**src/rtl/sps_pkg.sv**
```systemverilog
// Shared constants, request and result codes, and control/status bundles.
`timescale 1ns / 1ps
package sps_pkg;

	// Timer clock and derived divider sizes
	localparam int unsigned TIMER_TICK_HZ = 1000000;
	localparam int unsigned DIV_BITS      = $clog2(TIMER_TICK_HZ + 1);
	localparam int unsigned DIV_CNT_W     = $clog2(DIV_BITS);
	localparam int unsigned HP_W          = 19;
	localparam logic [HP_W-1:0] HP_MAX    = {HP_W{1'b1}};
	localparam logic [DIV_BITS-1:0] DIV_NUM = DIV_BITS'(TIMER_TICK_HZ);
	localparam logic [HP_W-1:0] HP_RESET  = HP_W'(TIMER_TICK_HZ / 1000);

	// Request codes
	localparam logic [3:0] REQ_START_FIN = 4'd0;
	localparam logic [3:0] REQ_START_LIM = 4'd1;
	localparam logic [3:0] REQ_NAP       = 4'd2;
	localparam logic [3:0] REQ_STOP      = 4'd3;
	localparam logic [3:0] REQ_CLEAR     = 4'd4;
	localparam logic [3:0] REQ_RELEASE   = 4'd5;
	localparam logic [3:0] REQ_HOLD      = 4'd6;
	localparam logic [3:0] REQ_POLL      = 4'd7;
	localparam logic [3:0] REQ_TICK      = 4'd8;

	// Motion phase codes
	localparam logic [2:0] PH_IDLE    = 3'd0;
	localparam logic [2:0] PH_DIRWAIT = 3'd1;
	localparam logic [2:0] PH_RUN     = 3'd2;
	localparam logic [2:0] PH_HOLD    = 3'd3;
	localparam logic [2:0] PH_FAULT   = 3'd4;

	// Stop reasons
	localparam logic [2:0] SR_NONE      = 3'd0;
	localparam logic [2:0] SR_DONE      = 3'd1;
	localparam logic [2:0] SR_EXPECTED  = 3'd2;
	localparam logic [2:0] SR_FAULT     = 3'd3;
	localparam logic [2:0] SR_MISMATCH  = 3'd4;
	localparam logic [2:0] SR_REQUESTED = 3'd5;

	// Start status
	localparam logic [2:0] ST_OK      = 3'd0;
	localparam logic [2:0] ST_PARAM   = 3'd1;
	localparam logic [2:0] ST_BUSY    = 3'd2;
	localparam logic [2:0] ST_INFAULT = 3'd3;
	localparam logic [2:0] ST_BLOCKED = 3'd4;

	// Raised errors
	localparam logic [1:0] ERR_NONE     = 2'd0;
	localparam logic [1:0] ERR_UPPER    = 2'd1;
	localparam logic [1:0] ERR_LOWER    = 2'd2;
	localparam logic [1:0] ERR_MISMATCH = 2'd3;

	// Configuration register indexes
	localparam logic [1:0] CFG_MAX_FREQ  = 2'd0;
	localparam logic [1:0] CFG_AUTO_FREQ = 2'd1;
	localparam logic [1:0] CFG_NAP_MAX   = 2'd2;
	localparam logic [1:0] CFG_SETUP_MS  = 2'd3;

	// Controller to datapath commands
	typedef struct packed {
		logic start;
		logic expect_limit;
		logic stop;
		logic timer_clr;
		logic tick_clr;
		logic tick_inc;
		logic step_set;
		logic step_clr;
		logic done_inc;
		logic expect_clr;
		logic hold_arm;
		logic hold_clr;
		logic rel_set;
		logic rel_clr;
		logic div_step;
	} dp_cmd_t;

	// Datapath to controller status
	typedef struct packed {
		logic       param_bad;
		logic [1:0] filt_start;
		logic [1:0] filt_run;
		logic       dir_reached;
		logic       hold_armed;
		logic       hold_reached;
		logic       tick_hit;
		logic       raw_mismatch;
		logic       raw_hit;
		logic       done_ge_target;
		logic       step_active;
		logic       expect_limit;
		logic       dir_up;
		logic       div_last;
	} dp_stat_t;

endpackage

```
**src/rtl/sps_datapath.sv**
```systemverilog
// Datapath: configuration, counters, timestamps and the half-period divider.
`timescale 1ns / 1ps
module sps_datapath import sps_pkg::*; (
	input  logic        clk,
	input  logic        arst_n,
	input  logic        cfg_we,
	input  logic [1:0]  cfg_index,
	input  logic [15:0] cfg_wdata,
	input  logic [3:0]  req_type,
	input  logic        move_up,
	input  logic [15:0] pulse_count,
	input  logic [15:0] step_freq_hz,
	input  logic [31:0] now_ms,
	input  logic [3:0]  raw_limits,
	input  logic        filtered_mismatch,
	input  logic        blocked_up,
	input  logic        blocked_down,
	input  dp_cmd_t     cmd,
	output dp_stat_t    stat,
	output logic        step_d,
	output logic        dir_d,
	output logic        rel_d,
	output logic [15:0] done_d
);

	logic [15:0] max_freq_q, auto_freq_q, nap_max_q;
	logic [7:0]  setup_ms_q;

	logic            dir_q, step_q, exp_q, rel_q, armed_q;
	logic [15:0]     tgt_q, done_q;
	logic [HP_W-1:0] hp_q, tick_q;
	logic [31:0]     ready_q, deadline_q;

	logic            exp_d, armed_d;
	logic [15:0]     tgt_d;
	logic [HP_W-1:0] tick_d;
	logic [31:0]     ready_d, deadline_d;

	logic [15:0] start_freq;
	logic [31:0] now_plus_ms, dir_diff, hold_diff;
	logic [HP_W:0] tick_next;
	logic        lu, ru, ll, rl;

	// Divider state
	logic [16:0]          dvs_q;
	logic [16:0]          rem_q;
	logic [DIV_BITS-1:0]  quo_q;
	logic [DIV_CNT_W-1:0] cnt_q;
	logic [17:0]          rem_sh;
	logic [17:0]          rem_sub;
	logic                 qbit;
	logic [DIV_BITS-1:0]  quo_new;

	// Configuration registers
	always_ff @(posedge clk or negedge arst_n) begin
		if (!arst_n) begin
			max_freq_q  <= 16'd2000;
			auto_freq_q <= 16'd500;
			nap_max_q   <= 16'd200;
			setup_ms_q  <= 8'd5;
		end else if (cfg_we) begin
			unique case (cfg_index)
				CFG_MAX_FREQ:  max_freq_q  <= cfg_wdata;
				CFG_AUTO_FREQ: auto_freq_q <= cfg_wdata;
				CFG_NAP_MAX:   nap_max_q   <= cfg_wdata;
				CFG_SETUP_MS:  setup_ms_q  <= cfg_wdata[7:0];
				default: ;
			endcase
		end
	end

	// Evaluate conditions for the controller
	assign start_freq  = (req_type == REQ_NAP) ? auto_freq_q : step_freq_hz;
	assign now_plus_ms = now_ms + 32'(setup_ms_q);
	assign dir_diff    = now_ms - ready_q;
	assign hold_diff   = now_ms - deadline_q;
	assign tick_next   = {1'b0, tick_q} + 1'b1;
	assign lu = raw_limits[0];
	assign ru = raw_limits[1];
	assign ll = raw_limits[2];
	assign rl = raw_limits[3];

	always_comb begin
		stat.param_bad = (pulse_count == 16'd0) || (start_freq == 16'd0) ||
			(start_freq > max_freq_q) ||
			((req_type == REQ_NAP) && (pulse_count > nap_max_q));
		stat.filt_start = filtered_mismatch ? ERR_MISMATCH :
			(move_up ? (blocked_up ? ERR_UPPER : ERR_NONE)
			         : (blocked_down ? ERR_LOWER : ERR_NONE));
		stat.filt_run = filtered_mismatch ? ERR_MISMATCH :
			(dir_q ? (blocked_up ? ERR_UPPER : ERR_NONE)
			       : (blocked_down ? ERR_LOWER : ERR_NONE));
		stat.dir_reached  = !dir_diff[31];
		stat.hold_armed   = armed_q;
		// An unarmed deadline is now plus the hold time: reached only at zero
		stat.hold_reached = armed_q ? !hold_diff[31] : (setup_ms_q == 8'd0);
		stat.tick_hit     = tick_next >= {1'b0, hp_q};
		stat.raw_mismatch = (lu != ru) || (ll != rl);
		stat.raw_hit      = dir_q ? (lu | ru) : (ll | rl);
		stat.done_ge_target = done_q >= tgt_q;
		stat.step_active  = step_q;
		stat.expect_limit = exp_q;
		stat.dir_up       = dir_q;
		stat.div_last     = (cnt_q == '0);
	end

	// Next values of the motion registers
	always_comb begin
		dir_d      = dir_q;
		step_d     = step_q;
		exp_d      = exp_q;
		rel_d      = rel_q;
		armed_d    = armed_q;
		tgt_d      = tgt_q;
		done_d     = done_q;
		tick_d     = tick_q;
		ready_d    = ready_q;
		deadline_d = deadline_q;
		if (cmd.start) begin
			dir_d   = move_up;
			tgt_d   = pulse_count;
			done_d  = 16'd0;
			tick_d  = '0;
			step_d  = 1'b0;
			exp_d   = cmd.expect_limit;
			armed_d = 1'b0;
			rel_d   = 1'b0;
			ready_d = now_plus_ms;
		end
		if (cmd.stop) begin
			step_d  = 1'b0;
			tick_d  = '0;
			tgt_d   = 16'd0;
			armed_d = 1'b0;
			exp_d   = 1'b0;
		end
		if (cmd.timer_clr) begin
			step_d = 1'b0;
			tick_d = '0;
		end
		if (cmd.tick_clr) tick_d = '0;
		if (cmd.tick_inc) tick_d = tick_next[HP_W-1:0];
		if (cmd.step_set) step_d = 1'b1;
		if (cmd.step_clr) step_d = 1'b0;
		if (cmd.done_inc) done_d = done_q + 16'd1;
		if (cmd.expect_clr) exp_d = 1'b0;
		if (cmd.hold_arm) begin
			armed_d    = 1'b1;
			deadline_d = now_plus_ms;
		end
		if (cmd.hold_clr) armed_d = 1'b0;
		if (cmd.rel_set) rel_d = 1'b1;
		if (cmd.rel_clr) rel_d = 1'b0;
	end

	// Hold motion registers
	always_ff @(posedge clk or negedge arst_n) begin
		if (!arst_n) begin
			dir_q   <= 1'b1;
			step_q  <= 1'b0;
			exp_q   <= 1'b0;
			rel_q   <= 1'b0;
			armed_q <= 1'b0;
			tgt_q   <= 16'd0;
			done_q  <= 16'd0;
			tick_q  <= '0;
			ready_q <= 32'd0;
		end else begin
			dir_q   <= dir_d;
			step_q  <= step_d;
			exp_q   <= exp_d;
			rel_q   <= rel_d;
			armed_q <= armed_d;
			tgt_q   <= tgt_d;
			done_q  <= done_d;
			tick_q  <= tick_d;
			ready_q <= ready_d;
		end
	end

	always_ff @(posedge clk) begin
		deadline_q <= deadline_d;
	end

	// Restoring divider: one quotient bit per cycle
	assign rem_sh  = {rem_q, quo_q[DIV_BITS-1]};
	assign rem_sub = rem_sh - {1'b0, dvs_q};
	assign qbit    = !rem_sub[17];
	assign quo_new = {quo_q[DIV_BITS-2:0], qbit};

	always_ff @(posedge clk) begin
		if (cmd.start) begin
			dvs_q <= {start_freq, 1'b0};
			rem_q <= 17'd0;
			quo_q <= DIV_NUM;
		end else if (cmd.div_step) begin
			rem_q <= qbit ? rem_sub[16:0] : rem_sh[16:0];
			quo_q <= quo_new;
		end
	end

	always_ff @(posedge clk or negedge arst_n) begin
		if (!arst_n) begin
			cnt_q <= '0;
			hp_q  <= HP_RESET;
		end else if (cmd.start) begin
			cnt_q <= DIV_CNT_W'(DIV_BITS - 1);
		end else if (cmd.div_step) begin
			cnt_q <= cnt_q - 1'b1;
			// Clamp the half period to one tick up to the counter range
			if (cnt_q == '0) begin
				if (quo_new == '0)
					hp_q <= HP_W'(1);
				else if (quo_new > DIV_BITS'(HP_MAX))
					hp_q <= HP_MAX;
				else
					hp_q <= quo_new[HP_W-1:0];
			end
		end
	end

endmodule

```
**src/rtl/sps_ctrl.sv**
```systemverilog
// Controller: motion phase machine, request decoding and divider sequencing.
`timescale 1ns / 1ps
module sps_ctrl import sps_pkg::*; (
	input  logic       clk,
	input  logic       arst_n,
	input  logic       acc,
	input  logic [3:0] req_type,
	input  dp_stat_t   stat,
	output dp_cmd_t    cmd,
	output logic       busy,
	output logic [2:0] phase_d,
	output logic [2:0] reason_d,
	output logic [2:0] status_d,
	output logic [1:0] err_d
);

	typedef enum logic {SEQ_READY, SEQ_DIVIDE} seq_t;

	seq_t       seq_q;
	logic [2:0] phase_q, reason_q;

	assign busy = (seq_q == SEQ_DIVIDE);

	// Decode the beat against the current phase
	always_comb begin
		cmd      = '0;
		phase_d  = phase_q;
		reason_d = reason_q;
		status_d = ST_OK;
		err_d    = ERR_NONE;
		cmd.div_step = busy;
		if (acc) begin
			case (req_type)
				REQ_START_FIN, REQ_START_LIM, REQ_NAP: begin
					if (stat.param_bad)
						status_d = ST_PARAM;
					else if (phase_q != PH_IDLE)
						status_d = (phase_q == PH_FAULT) ? ST_INFAULT : ST_BUSY;
					else if (stat.filt_start != ERR_NONE) begin
						err_d    = stat.filt_start;
						phase_d  = PH_FAULT;
						status_d = ST_BLOCKED;
					end else begin
						cmd.start        = 1'b1;
						cmd.expect_limit = (req_type == REQ_START_LIM);
						reason_d         = SR_NONE;
						phase_d          = PH_DIRWAIT;
					end
				end
				REQ_STOP: begin
					cmd.stop = 1'b1;
					phase_d  = PH_IDLE;
					reason_d = SR_REQUESTED;
				end
				REQ_CLEAR: begin
					if (phase_q == PH_FAULT) begin
						cmd.timer_clr = 1'b1;
						phase_d       = PH_IDLE;
						reason_d      = SR_NONE;
					end
				end
				REQ_RELEASE: begin
					cmd.stop    = 1'b1;
					cmd.rel_set = 1'b1;
					phase_d     = PH_IDLE;
					reason_d    = SR_REQUESTED;
				end
				REQ_HOLD: cmd.rel_clr = 1'b1;
				REQ_POLL: begin
					if (phase_q == PH_DIRWAIT) begin
						if (stat.dir_reached) begin
							if (stat.filt_run != ERR_NONE) begin
								err_d   = stat.filt_run;
								phase_d = PH_FAULT;
							end else begin
								cmd.tick_clr = 1'b1;
								phase_d      = PH_RUN;
							end
						end
					end else if (phase_q == PH_HOLD) begin
						if (!stat.hold_armed) cmd.hold_arm = 1'b1;
						if (stat.hold_reached) begin
							cmd.hold_clr = 1'b1;
							phase_d      = PH_IDLE;
						end
					end
				end
				REQ_TICK: begin
					if (phase_q == PH_RUN) begin
						if (!stat.tick_hit)
							cmd.tick_inc = 1'b1;
						else begin
							cmd.tick_clr = 1'b1;
							if (stat.raw_mismatch) begin
								err_d          = ERR_MISMATCH;
								reason_d       = SR_MISMATCH;
								cmd.timer_clr  = 1'b1;
								cmd.expect_clr = 1'b1;
								phase_d        = PH_FAULT;
							end else if (stat.raw_hit) begin
								cmd.timer_clr  = 1'b1;
								cmd.expect_clr = 1'b1;
								if (stat.expect_limit) begin
									reason_d = SR_EXPECTED;
									phase_d  = PH_HOLD;
								end else begin
									err_d    = stat.dir_up ? ERR_UPPER : ERR_LOWER;
									reason_d = SR_FAULT;
									phase_d  = PH_FAULT;
								end
							end else if (!stat.step_active && !stat.done_ge_target) begin
								cmd.step_set = 1'b1;
								cmd.done_inc = 1'b1;
							end else begin
								// Drop the step level; finish once the count is reached
								cmd.step_clr = 1'b1;
								if (stat.done_ge_target) begin
									cmd.timer_clr  = 1'b1;
									cmd.expect_clr = 1'b1;
									reason_d       = SR_DONE;
									phase_d        = PH_HOLD;
								end
							end
						end
					end
				end
				default: ;
			endcase
		end
	end

	// Hold phase, stop reason and sequencer state
	always_ff @(posedge clk or negedge arst_n) begin
		if (!arst_n) begin
			seq_q    <= SEQ_READY;
			phase_q  <= PH_IDLE;
			reason_q <= SR_NONE;
		end else begin
			phase_q  <= phase_d;
			reason_q <= reason_d;
			unique case (seq_q)
				SEQ_READY:  if (cmd.start) seq_q <= SEQ_DIVIDE;
				SEQ_DIVIDE: if (stat.div_last) seq_q <= SEQ_READY;
				default:    seq_q <= SEQ_READY;
			endcase
		end
	end

endmodule

```
**src/rtl/stepper_pulse_sequencer_with_limits.sv**
```systemverilog
// Top level: step/direction sequencer with limit supervision and output register.
//
//  channel  | handshake          | payload
//  ---------+--------------------+------------------------------------------
//  in       | in_valid/in_stall  | req_type move_up pulse_count ... blocked_down
//  out      | out_valid/out_stall| status step_level ... error_raised
//  cfg      | cfg_we             | cfg_index cfg_wdata
//
// Each beat's result is registered into the output register; one new beat
// per cycle while results are taken. A successful start additionally runs the
// half-period divider over DIV_BITS (20) quotient bits, one quotient bit per cycle,
// during which in_stall is high. in_stall is also high while a result waits
// on out_stall. Reset clears all control state; no clearing pass.
`timescale 1ns / 1ps
module stepper_pulse_sequencer_with_limits import sps_pkg::*; (
	input  logic        clk,
	input  logic        arst_n,
	input  logic        cfg_we,
	input  logic [1:0]  cfg_index,
	input  logic [15:0] cfg_wdata,
	input  logic        in_valid,
	output logic        in_stall,
	input  logic [3:0]  req_type,
	input  logic        move_up,
	input  logic [15:0] pulse_count,
	input  logic [15:0] step_freq_hz,
	input  logic [31:0] now_ms,
	input  logic [3:0]  raw_limits,
	input  logic        filtered_mismatch,
	input  logic        blocked_up,
	input  logic        blocked_down,
	output logic        out_valid,
	input  logic        out_stall,
	output logic [2:0]  status,
	output logic        step_level,
	output logic        dir_up,
	output logic        motor_released,
	output logic [2:0]  fsm_state,
	output logic [2:0]  stop_reason,
	output logic [15:0] pulses_done,
	output logic [1:0]  error_raised
);

	dp_cmd_t     cmd;
	dp_stat_t    stat;
	logic        acc, busy;
	logic        step_d, dir_d, rel_d;
	logic [15:0] done_d;
	logic [2:0]  phase_d, reason_d, status_d;
	logic [1:0]  err_d;
	logic        out_valid_q;

	assign in_stall  = busy || (out_valid_q && out_stall);
	assign acc       = in_valid && !in_stall;
	assign out_valid = out_valid_q;

	sps_ctrl u_ctrl (
		.clk      (clk),
		.arst_n   (arst_n),
		.acc      (acc),
		.req_type (req_type),
		.stat     (stat),
		.cmd      (cmd),
		.busy     (busy),
		.phase_d  (phase_d),
		.reason_d (reason_d),
		.status_d (status_d),
		.err_d    (err_d)
	);

	sps_datapath u_dp (
		.clk               (clk),
		.arst_n            (arst_n),
		.cfg_we            (cfg_we),
		.cfg_index         (cfg_index),
		.cfg_wdata         (cfg_wdata),
		.req_type          (req_type),
		.move_up           (move_up),
		.pulse_count       (pulse_count),
		.step_freq_hz      (step_freq_hz),
		.now_ms            (now_ms),
		.raw_limits        (raw_limits),
		.filtered_mismatch (filtered_mismatch),
		.blocked_up        (blocked_up),
		.blocked_down      (blocked_down),
		.cmd               (cmd),
		.stat              (stat),
		.step_d            (step_d),
		.dir_d             (dir_d),
		.rel_d             (rel_d),
		.done_d            (done_d)
	);

	// Output beat valid
	always_ff @(posedge clk or negedge arst_n) begin
		if (!arst_n)
			out_valid_q <= 1'b0;
		else if (acc)
			out_valid_q <= 1'b1;
		else if (!out_stall)
			out_valid_q <= 1'b0;
	end

	// Capture the result beat
	always_ff @(posedge clk) begin
		if (acc) begin
			status         <= status_d;
			step_level     <= step_d;
			dir_up         <= dir_d;
			motor_released <= rel_d;
			fsm_state      <= phase_d;
			stop_reason    <= reason_d;
			pulses_done    <= done_d;
			error_raised   <= err_d;
		end
	end

	a_div_stalls: assert property (@(posedge clk) disable iff (!arst_n)
		busy |-> in_stall)
		else $error("beat accepted during half-period division");

	a_step_only_running: assert property (@(posedge clk) disable iff (!arst_n)
		(out_valid && step_level) |-> (fsm_state == PH_RUN))
		else $error("step level high outside running");

	a_blocked_raises: assert property (@(posedge clk) disable iff (!arst_n)
		(out_valid && (status == ST_BLOCKED)) |-> (error_raised != ERR_NONE))
		else $error("blocked start without raised error");

endmodule

```
**config.mk**
```make
export PLATFORM = sky130hd
export DESIGN_NAME = stepper_pulse_sequencer_with_limits
export DESIGN_NICKNAME = d
export VERILOG_FILES = /design/src/rtl/sps_pkg.sv /design/src/rtl/sps_datapath.sv /design/src/rtl/sps_ctrl.sv /design/src/rtl/stepper_pulse_sequencer_with_limits.sv
export SDC_FILE = /design/constraint.sdc
export NUM_CORES = 1
export LEC_CHECK = 0
export ABC_CLOCK_PERIOD_IN_PS = 3500
export BUFFER_PORTS_ARGS = -buffer_cell sky130_fd_sc_hd__buf_2
export CAP_MARGIN = 20
export CORE_MARGIN = 1
export CORE_UTILIZATION = 51
export DETAILED_ROUTE_END_ITERATION = 8
export PLACE_DENSITY = 0.82
export SLEW_MARGIN = 10
export SYNTH_ARGS = -nofsm -noshare
export SYNTH_HDL_FRONTEND = slang
export SYNTH_SLANG_ARGS = --single-unit
```
**constraint.sdc**
```tcl
create_clock -name clk -period 3.5 [get_ports clk]
set_input_delay 0.35 -clock clk [delete_from_list [all_inputs] [get_ports clk]]
set_output_delay 0.35 -clock clk [all_outputs]
set_load 0.01 [all_outputs]
```
==> key figures <==
Place
  – Port Buffers: 130
  – Final RePlAce weighted congestion: 0.950
  – HPWL after DPL: 31,800 µm

Synth
  – Yosys reg bits: 291
  – FFs w/ async S/R, synth: 60.5%
  – Mapped cell area: 16,900 µm²
  – Synth Warn #: 0
  – Top FF cell, synth: dfrtp_1
  – Post-synthesis cell count: 1,709
  – Share of the synthesized area in the top cell type: 22.6%
  – Netlist cell types: 78
  – Net Count, Synth: 1,967
  – EDFF count, synth: 78
  – Post-synthesis sequential area ratio: 44.6%
  – Synth area leaders: dfrtp_1, edfxtp_1, ha_1, mux2_2, dfxtp_1
  – Biggest area consumer among synthesized cells: dfrtp_1
  – Mapped Avg Cell Area: 9.87 µm²

Worst setup path
  – CP max stage delay: 0.43 ns
  – Reg-to-reg setup timing slack: -0.17 ns
  – Critical-path top delay cell: or3_4
  – Worst R2R Start: u_dp.tick_q[0]
  – Worst Path Arrival: 3.97 ns
  – CP Data Required Time: 3.80 ns
  – CP Capture Type: flip-flop
  – Cell Chain, Critical Path: buf_6 -> nand2_4 -> or3_4 -> inv_2 -> and3_1 -> nand3_1 -> xnor2_2 -> ha_1 -> nand4_1 -> a2111oi_4 -> a211oi_2 -> buf_4 -> a21oi_4 -> nand4_1 -> o211ai_1 -> o31ai_2
  – CP most frequent cell: nand4_1
  – Crit start category: flip-flop
  – Crit Path Max Fanout: 4
  – Kind of critical path: flip-flop to flip-flop
  – Reg2reg path depth: 16
  – End of the worst register-to-register path: pulses_done[3]

Pwr
  – PwrDens: 553 nW/µm²
  – Total power: 11.3 mW
  – VDD IR-drop max: 389 µV
  – Pleak: 9.43 nW

Drt
  – Via Count: 13,818
  – Initial DRC count: 929
  – DR vias/cell: 5.74
  – DRT Pass-1 Iters: 6
  – Per-cell routed wire length: 18.1 µm
  – DR DRC count: 0
  – DRT antenna net count: 0
  – Routed wire length: 43,500 µm

Floorplanning
  – DIE WIDTH: 184 µm
  – Starting density of the core: 51.8%
  – Die area: 33,800 µm²
  – Core area: 32,500 µm²
  – Ports: 131
  – FP Rows: 66
  – Die Height: 184 µm

Hold path
  – Worst Hold Class: input pin to flip-flop
  – Hold depth: 3
  – Min-delay src: cfg_wdata[12]
  – Min-Delay Endpoint: u_dp.max_freq_q[12]

STA
  – Hold Vio Cnt, Final: 0
  – Clock Skew: 0.0226 ns
  – Final Setup Violations: 43
  – Max Slew Vio Count: 0
  – Setup TNS: -3.56 ns
  – Worst Tran Pin Value: 0.955 ns
  – Final WS setup: -0.174 ns
  – Max-slew headroom: 36.2%
  – Fin crit share: 105%
  – Fmax: 272 MHz
  – Min Clock Period, post-route: 3.67 ns
  – RSZ-0062 raised after global routing: yes

GRT
  – First-pass GRT wire length: 69,600 µm
  – Vias in the first global route: 13,665
  – GRT Overall Usage: 25.9%
  – Largest net degree at the start of global routing: 84
  – Initial antenna violation count: 0
  – Gr ovfl total: 0

Cells and area
  – Area occupied by multi-input gates: 8860 µm²
  – Antenna cells: 0
  – Layout area overhead: 21.7%
  – Filler instances: 2,533
  – Most common cell after layout, fill and taps aside: inv_1
  – Most frequent cells in the layout: inv_1, nand2_1, dfrtp_1, ha_1, buf_2
  – Share of cells above drive strength 1: 24.7%
  – Final #Nets: 2,197
  – Sequential cell area: 7520 µm²

CTS
  – Clock transition at path regs: 0.07 ns
  – CTS buffer count: 31
  – H-tree depth: 1
  – Root Driver: clkbuf_16
  – CTS tree: built
  – Worst skew pair latency: 0.57 ns
  – Clock Path Buffers: 3
  – CTS Sinks: 291

Run status
  – Failing checks: negative setup slack
  – Status: finished with violations

Run
  – Max Cap Violations: 0
-- synthesized netlist by cell type (8+ instances only) --
library cell  number
a22o_1            17
a211oi_1          10
nor4_1            26
a21o_1            15
o21ai_0          134
nor2_1            73
ha_1             157
or3_1              8
o211ai_1          15
o31ai_1           11
a21oi_1           71
nand4_1           32
nor2b_1           14
xnor2_1           46
nand2b_1           9
xor2_1            19
dfxtp_1           37
and3_1            14
nand3_1           47
dfrtp_1          152
mux2_2            77
and2_1            11
o21a_1            12
nor3_1            27
mux2i_1           29
nand2_1          189
clkbuf_1          34
inv_1            197
dfstp_2           24
edfxtp_1          78
-- cells by family after synthesis --
family	Yosys count	share of synthesized area, %
multiplexers	109	7.06
XOR/XNOR	65	3.38
AND/OR/NAND/NOR	480	13.8
flip-flops	291	44.6
AO/OA/AOI/OAI	355	13.3
buffers and inverters	250	5.94
adder cells (fa/ha/maj)	159	11.9
-- critical path, delay by kind of cell (launching register included) --
kind	cells	cell delay [ns]
adders and majority gates	1	0.30
xor gates and xnor gates	1	0.18
buffers and inverters	3	0.38
and+or+nand+nor	6	1.17
DFF	1	0.39
AOI/OAI and AO/OA	5	1.02
-- power by group --
part	internal, mW	switching, mW	total (mW)
Clock	2.17	1.41	3.58
Sequential	4.09	0.479	4.57
Combinational	1.46	1.74	3.19
Total	7.72	3.62	11.3
-- layout make-up --
type                    instances  area share, %
multi-input cells            1168           43.2
repair buffers                248           8.33
flip-flops and latches        291           36.6
well taps                     442           2.70
clock inverters                15          0.945
clock buffers                  43           4.57
inverters                     199           3.65
-- stage by stage --
stage / hold WS, ns / utilization, % / instances / setup slack, ns / area [µm²]
global placement: 0.460 / 57.8 / 2326 / -0.341 / 18800
detailed placement: 0.465 / 57.8 / 2326 / -0.419 / 18800
CTS: 0.0178 / 62.6 / 2400 / -0.121 / 20400
finish: 0.0343 / 63.1 / 2406 / -0.174 / 20500
global route: 0.0466 / 63.1 / 2406 / -0.319 / 20500
floorplan: 0.0544 / - / 1709 / -0.127 / 17100
-- state kept, by name, summed over array words and instances, names as in the netlist, 5 cells and up --
| name | count |
|---|---|
| u_dp.hp_q | 19 |
| u_dp.tgt_q | 16 |
| u_dp.cnt_q | 5 |
| u_dp.quo_q | 20 |
| u_dp.ready_q | 32 |
| u_dp.setup_ms_q | 8 |
| u_dp.tick_q | 19 |
| u_dp.max_freq_q | 16 |
| u_dp.auto_freq_q | 16 |
| u_dp.dvs_q | 16 |
| u_dp.rem_q | 17 |
| pulses_done | 16 |
| u_dp.deadline_q | 32 |
| u_dp.done_q | 16 |
| u_dp.nap_max_q | 16 |
-- worst max-delay path by stage --
stage | startpoint | to | slack (ns)
floorplan | req_type[3] | u_dp.ready_q[24] | -0.13
global placement | req_type[2] | u_dp.rem_q[2] | -0.34
CTS | u_dp.tick_q[0] | fsm_state[2] | -0.12
global route | u_dp.tick_q[0] | pulses_done[15] | -0.32
detailed placement | u_dp.tick_q[0] | pulses_done[3] | -0.42
finish | u_dp.tick_q[0] | pulses_done[3] | -0.17
-- layer usage --
layer	wire length, µm	track usage [%]
met1	19000	34.3
met2	20900	44.0
met3	2520	3.55
met4	1110	7.60
met5	0	0
-- timing repair --
action	CTS	global route
resized for setup	72	29
buffers inserted	19	6
hold endpoints to repair	74	0
hold buffers	2	0
pin swaps	37	7
setup endpoints to repair	66	67
Note: power is estimated with default switching activity, not from simulation.
